### src/sv/fblr_pkg.sv
// ----------------------------------------------------------------------------
// fblr_pkg
// Shared types and constants of the framebuffer line rasterizer: operation
// and color codes, walker control, default geometry.
// ----------------------------------------------------------------------------
package fblr_pkg;

  // Default geometry and coordinate width
  localparam int SCREEN_WIDTH_DEF  = 128;
  localparam int SCREEN_HEIGHT_DEF = 64;
  localparam int COORD_BITS_DEF    = 12;

  // Fixed field widths
  localparam int OP_W         = 2;
  localparam int COLOR_W      = 2;
  localparam int BYTE_INDEX_W = 10;
  localparam int DATA_W       = 8;
  localparam int ROW_SEL_W    = 3;

  // Fill bytes for clear
  localparam logic [DATA_W-1:0] FILL_WHITE = 8'hFF;
  localparam logic [DATA_W-1:0] FILL_BLACK = 8'h00;

  typedef enum logic [OP_W-1:0] {
    OP_CLEAR = 2'd0,
    OP_PIXEL = 2'd1,
    OP_LINE  = 2'd2,
    OP_READ  = 2'd3
  } op_e;

  typedef enum logic [COLOR_W-1:0] {
    COLOR_BLACK  = 2'd0,
    COLOR_WHITE  = 2'd1,
    COLOR_INVERT = 2'd2,
    COLOR_NONE   = 2'd3
  } color_e;

  // Commands from the sequencer to the line walker
  typedef struct packed {
    logic load;
    logic advance;
  } walk_ctrl_t;

endpackage

### src/sv/fblr_walker.sv
// ----------------------------------------------------------------------------
// fblr_walker
// Bresenham line walker: loads two endpoints, then moves one pixel per
// advance command using a single error update unit.
// ----------------------------------------------------------------------------
module fblr_walker #(
  parameter int COORD_BITS = fblr_pkg::COORD_BITS_DEF
) (
  input  logic                         clk_i,
  input  logic                         rst_ni,
  input  fblr_pkg::walk_ctrl_t         ctrl_i,
  input  logic signed [COORD_BITS-1:0] start_x_i,
  input  logic signed [COORD_BITS-1:0] start_y_i,
  input  logic signed [COORD_BITS-1:0] end_x_i,
  input  logic signed [COORD_BITS-1:0] end_y_i,
  output logic signed [COORD_BITS-1:0] pos_x_o,
  output logic signed [COORD_BITS-1:0] pos_y_o,
  output logic                         at_end_o
);

  localparam int DW = COORD_BITS + 1;  // endpoint difference
  localparam int EW = COORD_BITS + 3;  // error term

  localparam logic signed [COORD_BITS-1:0] STEP_POS = COORD_BITS'(1);
  localparam logic signed [COORD_BITS-1:0] STEP_NEG = {COORD_BITS{1'b1}};

  logic signed [COORD_BITS-1:0] walk_x_q, walk_x_d, walk_y_q, walk_y_d;
  logic signed [EW-1:0]         walk_err_q, walk_err_d;
  logic signed [COORD_BITS-1:0] end_x_q, end_y_q;
  logic signed [EW-1:0]         dx_q, dy_q;
  logic                         sx_neg_q, sy_neg_q;

  logic signed [DW-1:0] diff_x, diff_y, abs_x, abs_y;
  logic signed [EW-1:0] dx_ld, dy_ld;
  logic signed [EW:0]   e2;
  logic                 step_x, step_y;

  // Setup terms at load
  always_comb begin
    diff_x = DW'(end_x_i) - DW'(start_x_i);
    diff_y = DW'(end_y_i) - DW'(start_y_i);
    abs_x  = diff_x[DW-1] ? -diff_x : diff_x;
    abs_y  = diff_y[DW-1] ? -diff_y : diff_y;
    dx_ld  = EW'(abs_x);
    dy_ld  = -EW'(abs_y);
  end

  // One Bresenham step
  always_comb begin
    e2     = $signed({walk_err_q, 1'b0});
    step_x = e2 >= (EW + 1)'(dy_q);
    step_y = e2 <= (EW + 1)'(dx_q);
    walk_err_d = walk_err_q + (step_x ? dy_q : EW'(0)) + (step_y ? dx_q : EW'(0));
    walk_x_d   = step_x ? walk_x_q + (sx_neg_q ? STEP_NEG : STEP_POS) : walk_x_q;
    walk_y_d   = step_y ? walk_y_q + (sy_neg_q ? STEP_NEG : STEP_POS) : walk_y_q;
  end

  // Walk position and error
  always_ff @(posedge clk_i or negedge rst_ni) begin
    if (!rst_ni) begin
      walk_x_q   <= '0;
      walk_y_q   <= '0;
      walk_err_q <= '0;
    end else if (ctrl_i.load) begin
      walk_x_q   <= start_x_i;
      walk_y_q   <= start_y_i;
      walk_err_q <= dx_ld + dy_ld;
    end else if (ctrl_i.advance) begin
      walk_x_q   <= walk_x_d;
      walk_y_q   <= walk_y_d;
      walk_err_q <= walk_err_d;
    end
  end

  // Line constants, held for the whole walk
  always_ff @(posedge clk_i) begin
    if (ctrl_i.load) begin
      end_x_q  <= end_x_i;
      end_y_q  <= end_y_i;
      dx_q     <= dx_ld;
      dy_q     <= dy_ld;
      sx_neg_q <= !(start_x_i < end_x_i);
      sy_neg_q <= !(start_y_i < end_y_i);
    end
  end

  assign pos_x_o  = walk_x_q;
  assign pos_y_o  = walk_y_q;
  assign at_end_o = (walk_x_q == end_x_q) && (walk_y_q == end_y_q);

endmodule

### config.mk
export PLATFORM = sky130hd
export DESIGN_NAME = fblr_walker
export DESIGN_NICKNAME = d
export VERILOG_FILES = /design/src/sv/fblr_pkg.sv /design/src/sv/fblr_walker.sv
export SDC_FILE = /design/constraint.sdc
export NUM_CORES = 1
export LEC_CHECK = 0
export BUFFER_PORTS_ARGS = -buffer_cell sky130_fd_sc_hd__buf_2
export CAP_MARGIN = 25
export CORE_MARGIN = 1
export CORE_UTILIZATION = 54
export DETAILED_ROUTE_END_ITERATION = 10
export PLACE_DENSITY = 0.73
export SKIP_LAST_GASP = 1
export SLEW_MARGIN = 20
export SYNTH_ARGS = -nofsm -noshare
export SYNTH_HDL_FRONTEND = slang
export SYNTH_SLANG_ARGS = --single-unit
### constraint.sdc
create_clock -name clk_i -period 13.15 [get_ports clk_i]
set_input_delay 1.9725 -clock clk_i [delete_from_list [all_inputs] [get_ports clk_i]]
set_output_delay 1.9725 -clock clk_i [all_outputs]
set_load 0.02 [all_outputs]
==> results.sh, run 1 <==
export IMPL_outcome="complete, no violations"
export IMPL_ys_seq_elements=93
export IMPL_drc=0
export IMPL_slowest_stage="fa_1"
export IMPL_ios=77
export IMPL_synthFlopType="edfxtp_1"
export IMPL_grt_max_degree=72
export IMPL_area_growth_pct=9.76
export IMPL_n_antenna_cell=0
export IMPL_worst_slack_ns=6.25
export IMPL_cts_buffers=9
export IMPL_whs_ns=0.650
export IMPL_cts_buffer_depth=2
export IMPL_synth_cells=992
export IMPL_crit_top_cell="ha_1"
export IMPL_final_cell_mix="ha_1 (106), inv_1 (104), nor2_1 (76), buf_2 (75), a21oi_1 (72)"
export IMPL_p_leak_nw=4.51
export IMPL_io_buffers=76
export IMPL_gp_congestion=0.893
export IMPL_cellPowerDensity_mw_per_mm2=213
export IMPL_ff2ff_path_depth=21
export IMPL_fin_area_mm2=0.00979
export IMPL_hp_class="register to register"
export IMPL_clk_pin_slew_worst_paths_ns=0.07
export IMPL_post_drt_wl_per_cell_um=17.0
export IMPL_place_area_mm2=0.00951
export IMPL_grt_pass1_wl_mm=35.7
export IMPL_max_stage_delay_ns=0.41
export IMPL_ys_warn_count=0
export IMPL_seq_area_frac_synth_pct=29.1
export IMPL_critPathKind="primary input to register"
export IMPL_period_share_pct=52.5
export IMPL_antenna_found_initial=1
export IMPL_drt_iter0_drc=493
export IMPL_core_area_mm2=0.0160
export IMPL_hp_start="pos_y_o[7]"
export IMPL_clock_sinks=93
export IMPL_worst_slew_pin_transition_ns=1.01
export IMPL_cts_root_buf="clkbuf_16"
export IMPL_routed_wl_mm=21.8
export IMPL_ff2ff_setup_slack_ns=7.15
export IMPL_yosys_area_share_simple_pct=15.9
export IMPL_cts_tree="done"
export IMPL_die_area_mm2=0.0170
export IMPL_layout_nets=1235
export IMPL_cp_top_family="compound AO/OA/AOI/OAI gates"
export IMPL_postCtsResizedCells=0
export IMPL_synth_net_count=1170
export IMPL_maxCapViolCount=0
export IMPL_postRouteAntennaNets=0
export IMPL_grt_pass1_vias=7012
export IMPL_maxSlewHeadroom_pct=32.3
export IMPL_hpwl_mm=17.2
export IMPL_r2r_end="walk_err_q[14]"
export IMPL_path_buf_inv=3
export IMPL_vias=7427
export IMPL_start_util_pct=55.7
export IMPL_track_usage_pct=27.3
export IMPL_critPathCaptureType="register"
export IMPL_crit_fanout=8
export IMPL_holdPathEnd="pos_y_o[7]"
export IMPL_postSynthAreaPerCell_um2=8.99
export IMPL_synth_fa_ha_area_share_pct=19.4
export IMPL_synth_compound_area_share_pct=18.3
export IMPL_synthArstFlopShare_pct=41.9
export IMPL_ir_drop_v=0.000105
export IMPL_finalCriticalPeriod_ns=6.90
export IMPL_netlist_area_mm2=0.00892
export IMPL_critPathLaunchType="primary input"
export IMPL_skew_ns=0.0116
export IMPL_hold_path_depth=2
export IMPL_layout_commonest_cell="ha_1"
export IMPL_yosys_cell_types_count=69
export IMPL_slew_viol_final=0
export IMPL_viasPerCell=5.81
export IMPL_synth_edf_count=54
export IMPL_synth_top_family_by_area="adder cells"
export IMPL_drt_pass1_iterations=5
export IMPL_required_ns=13.35
export IMPL_cts_setup_buffers=0
export IMPL_rows=46
export IMPL_place_ws_ns=5.96
export IMPL_hold_viol=0
export IMPL_rsz0062_at_grt="false"
export IMPL_setup_viol_count_final=0
export IMPL_r2r_start="walk_err_q[0]"
export IMPL_htreeDepth=3
export IMPL_clock_latency_ns=0.36
export IMPL_drive_gt1_share_pct=10.3
export IMPL_synthMuxAreaShare_pct=1.61
export IMPL_grt_ovfl_total=0
export IMPL_clock_fmax_mhz=145
export IMPL_synthXorXnorAreaFrac_pct=10.2
export IMPL_fillers=1416
export IMPL_die_y_um=131
export IMPL_fin_setup_tns_ns=0
export IMPL_hold_buffers=0
export IMPL_chipWidth_um=131
export IMPL_worstPathArrival_ns=7.10
-- cell type report --
cell class / instances / area (um^2) / area share [%]
flip-flops and latches: 93 / 2600 / 26.5
clock inverters: 5 / 36.3 / 0.371
repair buffers: 79 / 418 / 4.27
multi-input cells: 770 / 5850 / 59.7
clock buffers: 11 / 233 / 2.38
well taps: 216 / 270 / 2.76
inverters: 104 / 390 / 3.99
-- routing by layer --
layer	global-route usage, %	wire (um)	vias to the layer above
li1	-	-	3694
met1	38.6	10500	3550
met2	43.5	9900	161
met3	3.79	961	22
met4	7.91	375	0
met5	0	0	-
-- cells in the mapped netlist (21+ instances only) --
library cell	count	area, um^2
nor3_1	26	130
a21o_1	23	173
nor2_1	76	285
ha_1	106	1330
clkbuf_1	21	78.8
xnor2_1	61	534
dfrtp_1	39	976
edfxtp_1	54	1620
xor2_1	38	333
a21oi_1	72	360
inv_1	104	390
o21ai_0	60	300
nand2_1	53	199
-- worst register-to-register path, cell delays in order, from the launching register on --
cell	delay, ns
dfrtp_1	0.41
ha_1	0.29
nor2b_1	0.14
o21a_1	0.17
o21ai_0	0.16
a21oi_1	0.11
o31ai_1	0.37
o211ai_1	0.51
and3_1	0.38
fa_1	0.48
ha_1	0.30
a21o_1	0.18
a21oi_1	0.22
o21ai_0	0.17
a31oi_1	0.29
o21ai_0	0.23
or4_1	0.50
a41o_1	0.27
or2_2	0.27
mux2i_1	0.16
xnor2_1	0.15
mux2i_1	0.09
-- through the flow --
| step | total power (W) | std cells | utilization, % |
|---|---|---|---|
| after floorplan | 0.00151 | 992 | - |
| after global placement | 0.00179 | 1261 | 59.3 |
| after detailed placement | 0.00182 | 1262 | 59.5 |
| after CTS | 0.00208 | 1278 | 61.1 |
| after global routing | 0.00229 | 1278 | 61.2 |
| final | 0.00208 | 1278 | 61.2 |
-- registers in the layout (all words and copies together) (netlist names) --
name / cells
sy_neg_q: 1
end_x_q: 12
walk_err_q: 15
pos_x_o: 12
dx_q: 13
pos_y_o: 12
end_y_q: 12
sx_neg_q: 1
dy_q: 15
-- logic make-up (layout without fill, tap and decap cells) --
logic type	count (synthesis)	in the layout
AND/OR/NAND/NOR	275	275
multiplexers	14	14
adder cells (fa/ha/maj)	126	126
flip-flops	93	93
AO/OA/AOI/OAI	254	254
buffers and inverters	129	199
XOR/XNOR	101	101
-- power by group --
group	internal (W)	switching, W	total (W)
Clock	0.000129	0.000121	0.000250
Sequential	0.000390	0.0000865	0.000477
Combinational	0.000595	0.000763	0.00136
Total	0.00111	0.000970	0.00208
-- worst max path at each step --
stage / start / slack, ns / cells after the start / endpoint
floorplan: end_y_i[0] / 6.56 / 26 / walk_err_q[14]
global placement: start_x_i[0] / 6.07 / 24 / walk_err_q[14]
detailed placement: start_x_i[0] / 5.96 / 24 / walk_err_q[14]
CTS: start_x_i[0] / 6.29 / 24 / walk_err_q[14]
global route: end_y_i[0] / 5.68 / 26 / walk_err_q[14]
finish: end_y_i[0] / 6.25 / 26 / walk_err_q[14]
No activity file was read; power rests on OpenSTA's default activity.
==> run 2: changes to the inputs <==
- ABC_AREA: not set -> 1
- PLACE_DENSITY: 0.73 -> 0.76
- clock period: 13.15 -> 6.1 ns (I/O delays scaled with it)
==> run 2 against run 1 <==
Combinational power grew to 2.6 times the previous value. Non-clock buffer count up 3. Global-route usage fell by 1.8 points. Power grew to 2.5 times the previous value. Synthesized area is 1.2% higher. Worst setup slack got worse by 5.5 ns. Final cell count increased by 13%. Worst hold slack got worse by 0.096 ns. Register-to-register slack lost 6.4 ns. Sequential power is 130% higher. Critical path depth up 1. Clock skew fell by 0.0016 ns. Critical path type is now register to register. Critical endpoint is now walk_err_q[13].
==> results.sh, run 2 <==
export IMPL_whs_ns=0.554
export IMPL_postCtsResizedCells=0
export IMPL_grt_util_met3_pct=3.63
export IMPL_period_share_pct=88.4
export IMPL_grt_use_met1_pct=34.8
export IMPL_reg_top3="dy_q x15, walk_err_q x15, dx_q x13"
export IMPL_synthFlopType="edfxtp_1"
export IMPL_critPathCaptureType="register"
export IMPL_synth_net_count=1322
export IMPL_clock_latency_ns=0.36
export IMPL_yosys_cell_types_count=47
export IMPL_clock_sinks=93
export IMPL_maxSlewHeadroom_pct=28.5
export IMPL_netlist_area_mm2=0.00902
export IMPL_setup_viol_count_final=0
export IMPL_synth_cells=1144
export IMPL_fillers=1431
export IMPL_viasPerCell=5.31
export IMPL_core_area_mm2=0.0161
export IMPL_grt_pass1_wl_mm=35.2
export IMPL_seq_area_frac_synth_pct=28.8
export IMPL_drt_iter0_drc=445
export IMPL_synth_most_common_cell="nand2_1"
export IMPL_worst_slew_pin_transition_ns=1.07
export IMPL_synth_edf_count=54
export IMPL_n_antenna_cell=0
export IMPL_routed_wl_mm=21.1
export IMPL_hpwl_mm=17.0
export IMPL_cts_root_buf="clkbuf_16"
export IMPL_grt_ovfl_total=0
export IMPL_postRouteAntennaNets=0
export IMPL_critPathLaunchType="register"
export IMPL_outcome="complete, no violations"
export IMPL_hp_class="primary input to async pin"
export IMPL_rsz0062_at_grt="false"
export IMPL_slew_viol_final=0
export IMPL_maxCapViolCount=0
export IMPL_layout_nets=1402
export IMPL_area_growth_pct=10.5
export IMPL_cts_setup_buffers=0
export IMPL_ys_seq_elements=93
export IMPL_rows=46
export IMPL_post_drt_wl_per_cell_um=14.6
export IMPL_antenna_found_initial=0
export IMPL_gp_congestion=0.926
export IMPL_ios=77
export IMPL_final_cell_mix="nand2_1 (233), inv_1 (190), ha_1 (106), buf_2 (74), nor2_1 (70)"
export IMPL_critPathKind="register to register"
export IMPL_ir_drop_v=0.000363
export IMPL_vias=7672
export IMPL_use_met2_pct=41.4
export IMPL_hold_buffers=0
export IMPL_p_leak_nw=5.04
export IMPL_start_util_pct=56.0
export IMPL_skew_ns=0.0100
export IMPL_synth_top_area_share_pct=18.0
export IMPL_drc=0
export IMPL_chipWidth_um=131
export IMPL_grt_max_degree=45
export IMPL_finalCriticalPeriod_ns=5.39
export IMPL_yosysTopAreaCell="edfxtp_1"
export IMPL_cts_tree="done"
export IMPL_required_ns=6.38
export IMPL_synth_area_top_cells="edfxtp_1 (18%), ha_1 (15%), dfrtp_1 (11%)"
export IMPL_grt_pass1_vias=7420
export IMPL_crit_fanout=9
export IMPL_io_buffers=76
export IMPL_cellPowerDensity_mw_per_mm2=524
export IMPL_drt_pass1_iterations=5
export IMPL_netlist_top_cells_count="nand2_1 (233), inv_1 (190), ha_1 (106)"
export IMPL_cts_buffer_depth=2
export IMPL_synthArstFlopShare_pct=41.9
export IMPL_cts_buffers=9
export IMPL_drive_gt1_share_pct=12.0
export IMPL_postSynthAreaPerCell_um2=7.89
export IMPL_layout_commonest_cell="nand2_1"
export IMPL_clk_pin_slew_worst_paths_ns=0.07
export IMPL_die_area_mm2=0.0172
export IMPL_hold_viol=0
export IMPL_fin_setup_tns_ns=0
export IMPL_worstPathArrival_ns=5.67
export IMPL_die_y_um=131
export IMPL_grt_busiest_layer="met2"
export IMPL_ys_warn_count=0
export IMPL_htreeDepth=3
export IMPL_track_usage_pct=25.5
export IMPL_clock_fmax_mhz=186
run 2: critical path: stages (launching register included):
cell and delay [ns]:
dfrtp_1 0.45, ha_1 0.33, a21oi_1 0.16, o21ai_0 0.09, or2_2 0.30, nand2_1 0.07
nand4_1 0.10, o21ai_1 0.63, nand2_1 0.16, fa_1 0.40, inv_1 0.06, ha_1 0.14
inv_1 0.06, fa_1 0.40, nand3b_1 0.17, nand2_1 0.11, a21oi_1 0.07, o21ai_0 0.26
nand2_1 0.08, nand2_1 0.07, a21oi_1 0.08, o21ai_0 0.29, nand2_1 0.09, nand2_1 0.07
a21oi_1 0.07, xnor2_1 0.21, o21ai_0 0.18, a21oi_2 0.22
run 2: through the flow:
stage / total power [W] / util [%] / area, um^2 / cells / setup slack (ns)
finish: 0.00522 / 61.9 / 9970 / 1445 / 0.710
floorplan: 0.00373 / - / 9020 / 1144 / 1.14
global route: 0.00574 / 61.9 / 9970 / 1445 / 0.241
global placement: 0.00449 / 59.9 / 9650 / 1429 / 0.851
CTS: 0.00520 / 61.9 / 9970 / 1445 / 0.767
detailed placement: 0.00457 / 59.9 / 9650 / 1429 / 0.701
run 2: per-layer routing:
layer,wire [um],vias up
met5,0,-
met4,381,0
met3,1210,22
met2,9450,221
met1,10100,3468
li1,-,3961
run 2: kinds of logic (layout without fill, tap and decap cells):
logic type,Yosys count,in the layout,synth area share [%]
and+or+nand+nor,448,448,22.3
buffers and inverters,208,293,8.86
AOI/OAI and AO/OA,176,176,11.9
adders and majority gates,126,126,19.1
xor gates and xnor gates,93,93,9.03
DFF,93,93,28.8
run 2: path summary, 6_finish.rpt:
check	cells after the start	to	startpoint	slack, ns
setup / recovery	27	walk_err_q[13]	walk_err_q[4]	0.71
hold / removal	1	pos_y_o[6]	rst_ni	0.55
setup reg to reg	27	walk_err_q[13]	walk_err_q[4]	0.71
hold reg to reg	2	pos_y_o[7]	pos_y_o[7]	0.57
max in group asynchronous	1	walk_err_q[10]	rst_ni	5.15
min in group clk_i	2	pos_y_o[7]	pos_y_o[7]	0.57
run 2: area by class of cell:
class                   count  area (um^2)  area share (%)
inverters                 195          732            7.34
flip-flops and latches     93         2600            26.1
well taps                 216          270            2.71
clock inverters             7         90.1           0.904
clock buffers               9          225            2.26
multi-input cells         843         5630            56.4
repair buffers             82          430            4.32
run 2: power by group:
part	internal [W]	switching, W
registers	0.000874	0.000218
logic	0.00141	0.00211
clock network	0.000357	0.000248
